--- src/rtl/core/led_matrix_chain_shadow_driver_defines.svh ---
// Assertion macros for the LED matrix chain shadow driver.
// Depends on nothing; the including module must provide clk and rst_n.
`ifndef LED_MATRIX_CHAIN_SHADOW_DRIVER_DEFINES_SVH
`define LED_MATRIX_CHAIN_SHADOW_DRIVER_DEFINES_SVH
`ifndef SYNTHESIS
// Same-cycle implication, sampled on clk and disabled during reset.
`define LMCSD_ASSERT_IMP(label, lhs, rhs) \
    label: assert property (@(posedge clk) disable iff (!rst_n) (lhs) |-> (rhs)) \
        else $error("lmcsd check failed");
// Next-cycle implication, sampled on clk and disabled during reset.
`define LMCSD_ASSERT_NXT(label, lhs, rhs) \
    label: assert property (@(posedge clk) disable iff (!rst_n) (lhs) |=> (rhs)) \
        else $error("lmcsd check failed");
`else
`define LMCSD_ASSERT_IMP(label, lhs, rhs)
`define LMCSD_ASSERT_NXT(label, lhs, rhs)
`endif
`endif

--- src/rtl/core/lmcsd_pkg.sv ---
// Shared constants for the LED matrix chain shadow driver.
// Depends on nothing.
package lmcsd_pkg;

    localparam logic [1:0] CMD_PIXEL = 2'd0;
    localparam logic [1:0] CMD_ROW   = 2'd1;
    localparam logic [1:0] CMD_CLEAR = 2'd2;

    localparam int         ROWS_PER_DEV = 8;
    localparam logic [7:0] COL0_MASK    = 8'd128;
    localparam logic [7:0] BLANK        = 8'h00;

endpackage

--- src/rtl/core/led_matrix_chain_shadow_driver.sv ---
// Usage: a request on the input channel (in_valid, in_stall) carries one command: set or
// clear a pixel, write a whole row, or clear a device. The block keeps a shadow of eight
// row bytes per chip and answers each command with a burst of serial bytes on the output
// channel (out_valid, out_stall). A pixel or row command yields one chain frame of
// 2*NUM_DEVICES bytes, highest device first; a clear yields sixteen bytes, eight frames.
// frame_end asks for the load strobe after its byte, and last marks the final byte.
// Commands with a device at or above NUM_DEVICES, or with an unused code, are dropped.
// A row write or a clear goes from idle straight to the emit state, which loads each byte
// into the output register once the output register is free; a pixel command first passes
// the read state (memory read) and the modify state (modify and write back). Further bytes
// follow without a gap when the receiver does not stall.
// Only one command is in flight: in_stall is high until the last byte has been loaded into
// the output register, so the next request can be taken while that byte still waits.
// When the receiver stalls, the output byte holds and the sequencer waits with it.
// Reset clears the control state and the per-entry valid bits, so the shadow reads as all
// zeros at once; no clearing pass is needed.
`include "led_matrix_chain_shadow_driver_defines.svh"

module led_matrix_chain_shadow_driver
    import lmcsd_pkg::*;
#(
    parameter int NUM_DEVICES = 4
) (
    input  logic       clk,
    input  logic       rst_n,
    input  logic       in_valid,
    output logic       in_stall,
    input  logic [1:0] cmd,
    input  logic [2:0] device,
    input  logic [2:0] row,
    input  logic [2:0] column,
    input  logic       pixel_on,
    input  logic [7:0] row_value,
    output logic       out_valid,
    input  logic       out_stall,
    output logic [7:0] serial_byte,
    output logic       frame_end,
    output logic       last
);

    localparam int         DEPTH      = NUM_DEVICES * ROWS_PER_DEV;
    localparam int         ADDR_W     = $clog2(DEPTH);
    localparam logic [3:0] DEV_LIMIT  = 4'(NUM_DEVICES);
    localparam logic [2:0] TOP_SLOT   = 3'(NUM_DEVICES - 1);
    localparam logic [3:0] CHAIN_LAST = 4'(2 * NUM_DEVICES - 1);
    localparam logic [3:0] CLEAR_LAST = 4'(2 * ROWS_PER_DEV - 1);

    typedef enum logic [1:0] {S_IDLE, S_READ, S_MODIFY, S_EMIT} state_t;

    // Control and output registers.
    state_t      state_reg, state_next;
    logic [3:0]  cnt_reg, cnt_next;
    logic        out_valid_reg, out_valid_next;
    logic [7:0]  byte_reg, byte_next;
    logic        fend_reg, fend_next;
    logic        last_reg, last_next;

    // Command context, held while the command is worked on.
    logic              is_clear_reg, is_clear_next;
    logic [2:0]        hit_slot_reg, hit_slot_next;
    logic [3:0]        opcode_reg, opcode_next;
    logic [7:0]        data_reg, data_next;
    logic [2:0]        column_reg, column_next;
    logic              pixel_on_reg, pixel_on_next;
    logic [ADDR_W-1:0] addr_reg, addr_next;

    // Shadow memory with one valid bit per entry; an invalid entry reads as zero.
    logic [7:0]  mem_array [DEPTH];
    logic [7:0]  rd_data_reg;
    logic        rd_valid_reg;
    logic        valid_reg [DEPTH];

    logic              in_acc;
    logic              cmd_ok;
    logic              dev_ok;
    logic [ADDR_W-1:0] in_addr;
    logic              wr_en;
    logic [ADDR_W-1:0] wr_addr;
    logic [7:0]        wr_data;
    logic              clr_en;
    logic              slot_free;
    logic              out_acc;
    logic [7:0]        mask;
    logic [7:0]        cur_row;
    logic [7:0]        new_row;
    logic              hit;
    logic [7:0]        gen_byte;
    logic              gen_fend;
    logic              gen_last;

    assign in_stall    = (state_reg != S_IDLE);
    assign in_acc      = in_valid && !in_stall;
    assign cmd_ok      = (cmd == CMD_PIXEL) || (cmd == CMD_ROW) || (cmd == CMD_CLEAR);
    assign dev_ok      = ({1'b0, device} < DEV_LIMIT);
    assign in_addr     = ADDR_W'({device, row});
    assign out_acc     = out_valid_reg && !out_stall;
    assign slot_free   = !out_valid_reg || !out_stall;

    assign out_valid   = out_valid_reg;
    assign serial_byte = byte_reg;
    assign frame_end   = fend_reg;
    assign last        = last_reg;

    // Read-modify-write of one pixel: the row arrives in the cycle after the read.
    assign mask    = COL0_MASK >> column_reg;
    assign cur_row = rd_valid_reg ? rd_data_reg : BLANK;
    assign new_row = pixel_on_reg ? (cur_row | mask) : (cur_row & ~mask);

    // Write port: a row write goes in at acceptance, a pixel update in the modify cycle.
    always_comb
    begin
        wr_en   = 1'b0;
        wr_addr = in_addr;
        wr_data = row_value;
        if (state_reg == S_MODIFY)
        begin
            wr_en   = 1'b1;
            wr_addr = addr_reg;
            wr_data = new_row;
        end
        else if (in_acc && dev_ok && (cmd == CMD_ROW))
        begin
            wr_en = 1'b1;
        end
    end

    assign clr_en = in_acc && dev_ok && (cmd == CMD_CLEAR);

    // Byte of the current burst, chosen by the byte counter.
    always_comb
    begin
        hit = (cnt_reg[3:1] == hit_slot_reg);
        if (is_clear_reg)
        begin
            gen_byte = cnt_reg[0] ? BLANK : {5'd0, cnt_reg[3:1]} + 8'd1;
            gen_fend = cnt_reg[0];
            gen_last = (cnt_reg == CLEAR_LAST);
        end
        else
        begin
            if (!hit)
                gen_byte = BLANK;
            else if (cnt_reg[0])
                gen_byte = data_reg;
            else
                gen_byte = {4'd0, opcode_reg};
            gen_fend = cnt_reg[0] && (cnt_reg[3:1] == TOP_SLOT);
            gen_last = (cnt_reg == CHAIN_LAST);
        end
    end

    always_comb
    begin
        state_next     = state_reg;
        cnt_next       = cnt_reg;
        out_valid_next = out_valid_reg;
        byte_next      = byte_reg;
        fend_next      = fend_reg;
        last_next      = last_reg;
        is_clear_next  = is_clear_reg;
        hit_slot_next  = hit_slot_reg;
        opcode_next    = opcode_reg;
        data_next      = data_reg;
        column_next    = column_reg;
        pixel_on_next  = pixel_on_reg;
        addr_next      = addr_reg;

        if (out_acc)
            out_valid_next = 1'b0;

        unique case (state_reg)
            S_IDLE:
            begin
                if (in_acc && dev_ok && cmd_ok)
                begin
                    cnt_next      = 4'd0;
                    is_clear_next = (cmd == CMD_CLEAR);
                    hit_slot_next = TOP_SLOT - device;
                    opcode_next   = {1'b0, row} + 4'd1;
                    data_next     = row_value;
                    column_next   = column;
                    pixel_on_next = pixel_on;
                    addr_next     = in_addr;
                    state_next    = (cmd == CMD_PIXEL) ? S_READ : S_EMIT;
                end
            end
            S_READ:
            begin
                state_next = S_MODIFY;
            end
            S_MODIFY:
            begin
                data_next  = new_row;
                state_next = S_EMIT;
            end
            S_EMIT:
            begin
                if (slot_free)
                begin
                    out_valid_next = 1'b1;
                    byte_next      = gen_byte;
                    fend_next      = gen_fend;
                    last_next      = gen_last;
                    cnt_next       = cnt_reg + 4'd1;
                    if (gen_last)
                        state_next = S_IDLE;
                end
            end
            default:
            begin
                state_next = S_IDLE;
            end
        endcase
    end

    always_ff @(posedge clk or negedge rst_n)
    begin
        if (!rst_n)
        begin
            state_reg     <= S_IDLE;
            cnt_reg       <= 4'd0;
            out_valid_reg <= 1'b0;
        end
        else
        begin
            state_reg     <= state_next;
            cnt_reg       <= cnt_next;
            out_valid_reg <= out_valid_next;
        end
    end

    always_ff @(posedge clk)
    begin
        byte_reg     <= byte_next;
        fend_reg     <= fend_next;
        last_reg     <= last_next;
        is_clear_reg <= is_clear_next;
        hit_slot_reg <= hit_slot_next;
        opcode_reg   <= opcode_next;
        data_reg     <= data_next;
        column_reg   <= column_next;
        pixel_on_reg <= pixel_on_next;
        addr_reg     <= addr_next;
    end

    // Shadow memory: one write port, one registered read port.
    always_ff @(posedge clk)
    begin
        if (wr_en)
            mem_array[wr_addr] <= wr_data;
        rd_data_reg <= mem_array[addr_reg];
    end

    // Valid bits: a write sets its entry, a device clear drops that device's eight rows.
    always_ff @(posedge clk or negedge rst_n)
    begin
        if (!rst_n)
        begin
            for (int i = 0; i < DEPTH; i++)
                valid_reg[i] <= 1'b0;
            rd_valid_reg <= 1'b0;
        end
        else
        begin
            for (int i = 0; i < DEPTH; i++)
            begin
                if (clr_en && ((ADDR_W'(i) >> 3) == ADDR_W'(device)))
                    valid_reg[i] <= 1'b0;
                else if (wr_en && (wr_addr == ADDR_W'(i)))
                    valid_reg[i] <= 1'b1;
            end
            rd_valid_reg <= valid_reg[addr_reg];
        end
    end

    // The final byte of every command always closes a frame.
    `LMCSD_ASSERT_IMP(a_last_ends_frame, out_valid && last, frame_end)
    // Within a burst, a taken byte is replaced by the next one without a gap.
    `LMCSD_ASSERT_NXT(a_burst_no_gap, out_valid && !out_stall && !last, out_valid)
    // A stalled output byte stays offered and does not change.
    `LMCSD_ASSERT_NXT(a_stall_holds, out_valid && out_stall, out_valid && $stable(serial_byte))

endmodule
--- config.mk ---
export PLATFORM = sky130hd
export DESIGN_NAME = led_matrix_chain_shadow_driver
export DESIGN_NICKNAME = d
export VERILOG_FILES = /design/src/rtl/core/lmcsd_pkg.sv /design/src/rtl/core/led_matrix_chain_shadow_driver.sv
export VERILOG_INCLUDE_DIRS = /design/src /design/src/rtl/core
export SDC_FILE = /design/constraint.sdc
export NUM_CORES = 1
export LEC_CHECK = 0
export BUFFER_PORTS_ARGS = -buffer_cell sky130_fd_sc_hd__buf_2
export CORE_UTILIZATION = 55
export CTS_BUF_LIST = sky130_fd_sc_hd__clkbuf_8
export DETAILED_ROUTE_END_ITERATION = 6
export PLACE_DENSITY = 0.72
export SYNTH_ARGS = -nofsm -noshare
export SYNTH_HDL_FRONTEND = slang
export SYNTH_SLANG_ARGS = --single-unit
--- constraint.sdc ---
create_clock -name clk -period 3.85 [get_ports clk]
set_clock_uncertainty 0.05 [all_clocks]
set_input_delay 0.385 -clock clk [delete_from_list [all_inputs] [get_ports clk]]
set_output_delay 0.385 -clock clk [all_outputs]
set_load 0.01 [all_outputs]
==> Yosys cells after proc, flatten, opt, wreduce, memory -nomap -nowiden <==
Memories as Yosys holds them, arrays and structs flattened. A register that Yosys moved wholly into a read port is not among the register bits.
Index checks and enable logic that the tools add are counted.
{ "classes": {"n_div": 0, "multipliers": 0, "n_mux": 94, "n_addsub": 4, "n_eq_ne": 46, "n_bitwise": 4, "reduce_logical": 93, "n_lt_le_gt_ge": 2, "shift": 1} }
{ "ops": {"columns": ["cell", "count"], "rows": [
  ["== test 5 bit, second input constant", 16],
  ["2-to-1 mux 1 bit", 75],
  ["nonzero test 2 bit", 35],
  ["2-to-1 mux 8 bit", 7],
  ["logical AND 1 bit", 43],
  ["== test 5 x 4 -> 1 bit, second input constant", 8],
  ["== test 5 x 3 -> 1 bit, second input constant", 4],
  ["one-hot mux 8 bit (2 select lines)", 1],
  ["2-to-1 mux 4 bit", 3],
  ["== test 5 x 2 -> 1 bit, second input constant", 2],
  ["adder 3 x 1 -> 4 bit, second input constant", 2],
  ["AND 8 bit", 1],
  ["2-to-1 mux 2 bit", 4],
  ["NOT 8 bit", 1],
  ["OR 8 bit", 1],
  ["one-hot mux 2 bit (4 select lines)", 1],
  ["one-hot mux 4 bit (2 select lines)", 1],
  [">> shifter 8 x 3 -> 8 bit, first input constant", 1],
  ["== test 2 bit, second input constant", 3],
  ["== test 2 x 3 -> 1 bit, first input constant", 2],
  [">= comparator 6 bit, second input constant", 1],
  ["!= test 2 bit, second input constant", 3],
  ["NOT 5 -> 6 bit", 1],
  ["AND reduction 2 bit", 3],
  ["18 further kinds", 25]
]} }
{ "word_totals": {"mem_count": 1, "rom_bits": 0, "ramBits": 256, "latch_bits": 0, "word_cells": 291, "register_bits": 75, "input_bits": 24} }
{ "memory_table": {"columns": ["memory", "depth", "word_bits", "read_ports", "rd_ports_with_merged_regs", "wr", "line_no", "text"], "rows": [
  ["mem_array", 32, 8, 1, 1, 1, "led_matrix_chain_shadow_driver.sv:68", "logic [7:0] mem_array [DEPTH];"]
]} }

==> Longest topological paths before layout <==
{ "logic_depth": {"word_depth": 10, "depth_mapped": 7} }

==> Worst setup path before layout <==
No wires, ideal clock.
{ "synth_path": {"path_type": "register to register", "start": "register state_reg[0]", "end": "memory mem_array[3][0], enable pin", "stages_incl_launch_ff": 7, "synth_period_minus_slack_ns": 2.888, "n_path_buf": 2, "t_arrival_ns": 2.437, "slack_ns": 0.962, "cell_sequence": "dfrtp_1 inv_1 ha_1 buf_1 o21ai_1 clkbuf_1 nor4b_1"} }
{ "synth_via": {"elab_chain_cells": 9, "word_cells_on_any_way": 11, "classes_between": "eq/ne (1); mux (5); reduce/logical (5)"} }
{ "synth_lines": {"columns": ["element", "line_no", "text"], "rows": [
  ["start: declaration", "led_matrix_chain_shadow_driver.sv:51", "state_t state_reg, state_next;"],
  ["start signal: assignment", "led_matrix_chain_shadow_driver.sv:226", "state_reg <= state_next;"],
  ["nonzero test 2 bit", "led_matrix_chain_shadow_driver.sv:91", "assign in_stall = (state_reg != S_IDLE);"],
  ["zero test 1 bit", "led_matrix_chain_shadow_driver.sv:92", "assign in_acc = in_valid && !in_stall;"],
  ["logical AND 1 bit", "led_matrix_chain_shadow_driver.sv:92", null],
  ["logical AND 1 bit (2 in series)", "led_matrix_chain_shadow_driver.sv:121", "else if (in_acc && dev_ok && (cmd == CMD_ROW))"],
  ["2-to-1 mux 1 bit", "led_matrix_chain_shadow_driver.sv:121", null],
  ["2-to-1 mux 1 bit", "led_matrix_chain_shadow_driver.sv:115", "if (state_reg == S_MODIFY)"],
  ["2-to-1 mux 1 bit", "led_matrix_chain_shadow_driver.sv:249", "if (wr_en)"],
  ["2-to-1 mux 1 bit (implied by the code)", "led_matrix_chain_shadow_driver.sv:250", "mem_array[wr_addr] <= wr_data;"],
  ["end: declaration", "led_matrix_chain_shadow_driver.sv:68", null]
]} }
Parallel ways exist; a longest one is shown, timed or not.

==> Worst setup path after layout <==
{ "layout_path": {"start": "register state_reg[0]", "end": "memory mem_array[27][4], enable pin"} }
The elaborated chain is that of the path after synthesis.

==> results.sh <==
export IMPL_status="complete, no violations"
export IMPL_clock_path_buffers=3
export IMPL_grt_pass1_wl_um=44530
export IMPL_crit_required_ps=4020
export IMPL_grt_util_all_layers=0.2346
export IMPL_grt_ovfl_total=0
export IMPL_critPathCaptureType="register"
export IMPL_final_cells=1169
export IMPL_fin_crit_sh=0.7536
export IMPL_drc=0
export IMPL_grt_max_degree=77
export IMPL_synth_cell_area_sq_um=13660
export IMPL_min_to="out_valid"
export IMPL_wl_per_cell_um=24.30
export IMPL_p_per_area_nw_per_um2=648.2
export IMPL_ir_drop_uv=447.7
export IMPL_m1WireLength_um=11720
export IMPL_fill_cells=1656
export IMPL_coreArea_sq_um=24320
export IMPL_seq_area_frac_synth=0.7249
export IMPL_r2r_end="mem_array[27][4]"
export IMPL_post_dp_cell_area_sq_um=14530
export IMPL_min_path_cells=3
export IMPL_ff2ff_path_depth=6
export IMPL_ys_ff_latch=339
export IMPL_cts_resized=0
export IMPL_wl_um=28400
export IMPL_dieArea_sq_um=25460
export IMPL_multi_input_area_sq_um=3608
export IMPL_rsz0062_at_grt="false"
export IMPL_finalHoldViolations=0
export IMPL_fmax_mhz=344.7
export IMPL_cts_sinks=339
export IMPL_yosys_area_top_type="edfxtp_1"
export IMPL_dr_pass1_iters=7
export IMPL_drtIter0Drc=917
export IMPL_numCtsBuffers=52
export IMPL_hpwlAfterDp_um=18290
export IMPL_ctsHtreeMaxLevel=2
export IMPL_postSynthAreaPerCell_sq_um=19.45
export IMPL_synthArstFlopShare=0.1180
export IMPL_finalInstanceArea_sq_um=15590
export IMPL_synth_fp_nets=736
export IMPL_layout_drive_gt1_share=0.3219
export IMPL_largest_register_ffs=256
export IMPL_worstSetupPathType="register to register"
export IMPL_worstSkewPairLatency_ps=570
export IMPL_via_count=7145
export IMPL_grt_pass1_vias=7459
export IMPL_dr_wl_met2_um=13710
export IMPL_yosys_warnings=0
export IMPL_area_growth_pct=14.18
export IMPL_vias_per_cell=6.112
export IMPL_tns_ps=0
export IMPL_layout_area_seq_sq_um=9899
export IMPL_antenna_found_initial=0
export IMPL_yosysTopAreaCellShare=0.6399
export IMPL_postSynthCellCount=702
export IMPL_p_leak_nw=5.372
export IMPL_pin_count=36
export IMPL_die_h_um=159.6
export IMPL_synth_distinct_cells=46
export IMPL_hp_class="primary input to register"
export IMPL_cts_tree="yes"
export IMPL_clk_pin_slew_ps=70
export IMPL_place_gp_congestion=0.8890
export IMPL_r2r_start="state_reg[0]"
export IMPL_rows=57
export IMPL_reg2reg_slack_ps=950
export IMPL_start_util=0.5615
export IMPL_place_inst=1068
export IMPL_worstPathArrival_ps=3070
export IMPL_io_buffers=35
export IMPL_fp_dieW_um=159.6
export IMPL_antennaDiodeCount=0
export IMPL_hold_path_startpoint="out_stall"
export IMPL_cp_start_kind="register"
export IMPL_crit_fanout=11
export IMPL_wl_met3_um=2068
export IMPL_drtAntennaViolNets=0
export IMPL_cts_root_buffer="clkbuf_8"
export IMPL_max_slew_margin=0.2324
export IMPL_fin_nets=839
export IMPL_period_needed_ps=2901
export IMPL_ys_flop_type="edfxtp_1"
export IMPL_synth_edf_count=291
export IMPL_drv_slew=0
export IMPL_setup_viol=0
export IMPL_synthTopCellsByCount="edfxtp_1, mux4_2, dfrtp_1, o21a_1, nor4_1"
export IMPL_yosysMostFrequentCell="edfxtp_1"
export IMPL_tightest_slew_ps=1148
export IMPL_synthTopCellsByArea="edfxtp_1, mux4_2, dfrtp_1"
export IMPL_cap_viol_max_count=0
export IMPL_top_layer="met4"
[cell type report]
| cell class | instances | share of cell area |
|---|---|---|
| tap | 324 | 0.02600 |
| multi-input combinational | 306 | 0.2314 |
| clock inverter | 37 | 0.01308 |
| clock buffer | 57 | 0.05031 |
| inverter | 16 | 0.003852 |
| timing repair buffer | 90 | 0.04044 |
| sequential | 339 | 0.6349 |
[kinds of logic after synthesis]
family,count (synthesis),share of synthesized area
xor+xnor,5,0.003207
fa+ha+maj,10,0.009163
mux,105,0.1603
compound gates,73,0.03702
buf+inv,57,0.01906
simple gates,113,0.04627
flops,339,0.7249
[layer usage]
| layer | up-vias | GRT usage |
|---|---|---|
| li1 | 3093 | - |
| met1 | 3706 | 0.3355 |
| met2 | 290 | 0.3650 |
| met3 | 56 | 0.04142 |
| met4 | 0 | 0.09135 |
| met5 | - | 0 |
[power breakdown]
group          internal [W]  switching, W
registers           0.00495      0.000217
logic              0.000730       0.00141
clock network       0.00149       0.00130
[worst max-delay path by stage]
stage	startpoint	to	cells after the start
final	state_reg[0]	mem_array[27][4]	6
after detailed placement	state_reg[0]	mem_array[27][6]	6
after global placement	state_reg[0]	mem_array[27][5]	6
after CTS	state_reg[0]	mem_array[27][3]	6
after floorplan	state_reg[0]	mem_array[3][0]	6
after global routing	state_reg[0]	mem_array[27][4]	6
[critical path, stage by stage (launching register included)]
cell      delay (ps)
dfrtp_1          380
inv_1            140
ha_1             410
mux2i_1          450
nand2b_1         270
or4b_1           570
inv_1            270
[repair_timing]
action / 4_1_cts / 5_1_grt
setup buffers: 0 / 0
endpoints found under the hold margin: 46 / 0
endpoints found under the setup margin: 0 / 0
hold buffers: 7 / 0
[metrics by stage]
stage	util	hold slack (ps)	power [W]	setup WS, ps
2_1_floorplan	-	39.41	0.006478	961.7
3_3_place_gp	0.5976	417.4	0.007195	1115
3_5_place_dp	0.5976	428.3	0.007376	1026
4_1_cts	0.6411	14.17	0.01016	988.2
5_1_grt	0.6411	26.91	0.01054	753.5
6_report	0.6411	40.12	0.01011	948.8
[cell usage in the layout (no fill, tap or decap), types with 8 or more instances in the layout]
cell,n
edfxtp_1,291
inv_1,35
o21a_1,32
dfxtp_1,8
buf_2,35
nor2_1,22
and2_1,8
clkinv_1,8
dfrtp_1,40
mux2_2,10
ha_1,10
buf_4,46
nand2_1,17
mux4_2,90
nor4_1,20
clkbuf_8,57
(Power assumes the default switching activity.)
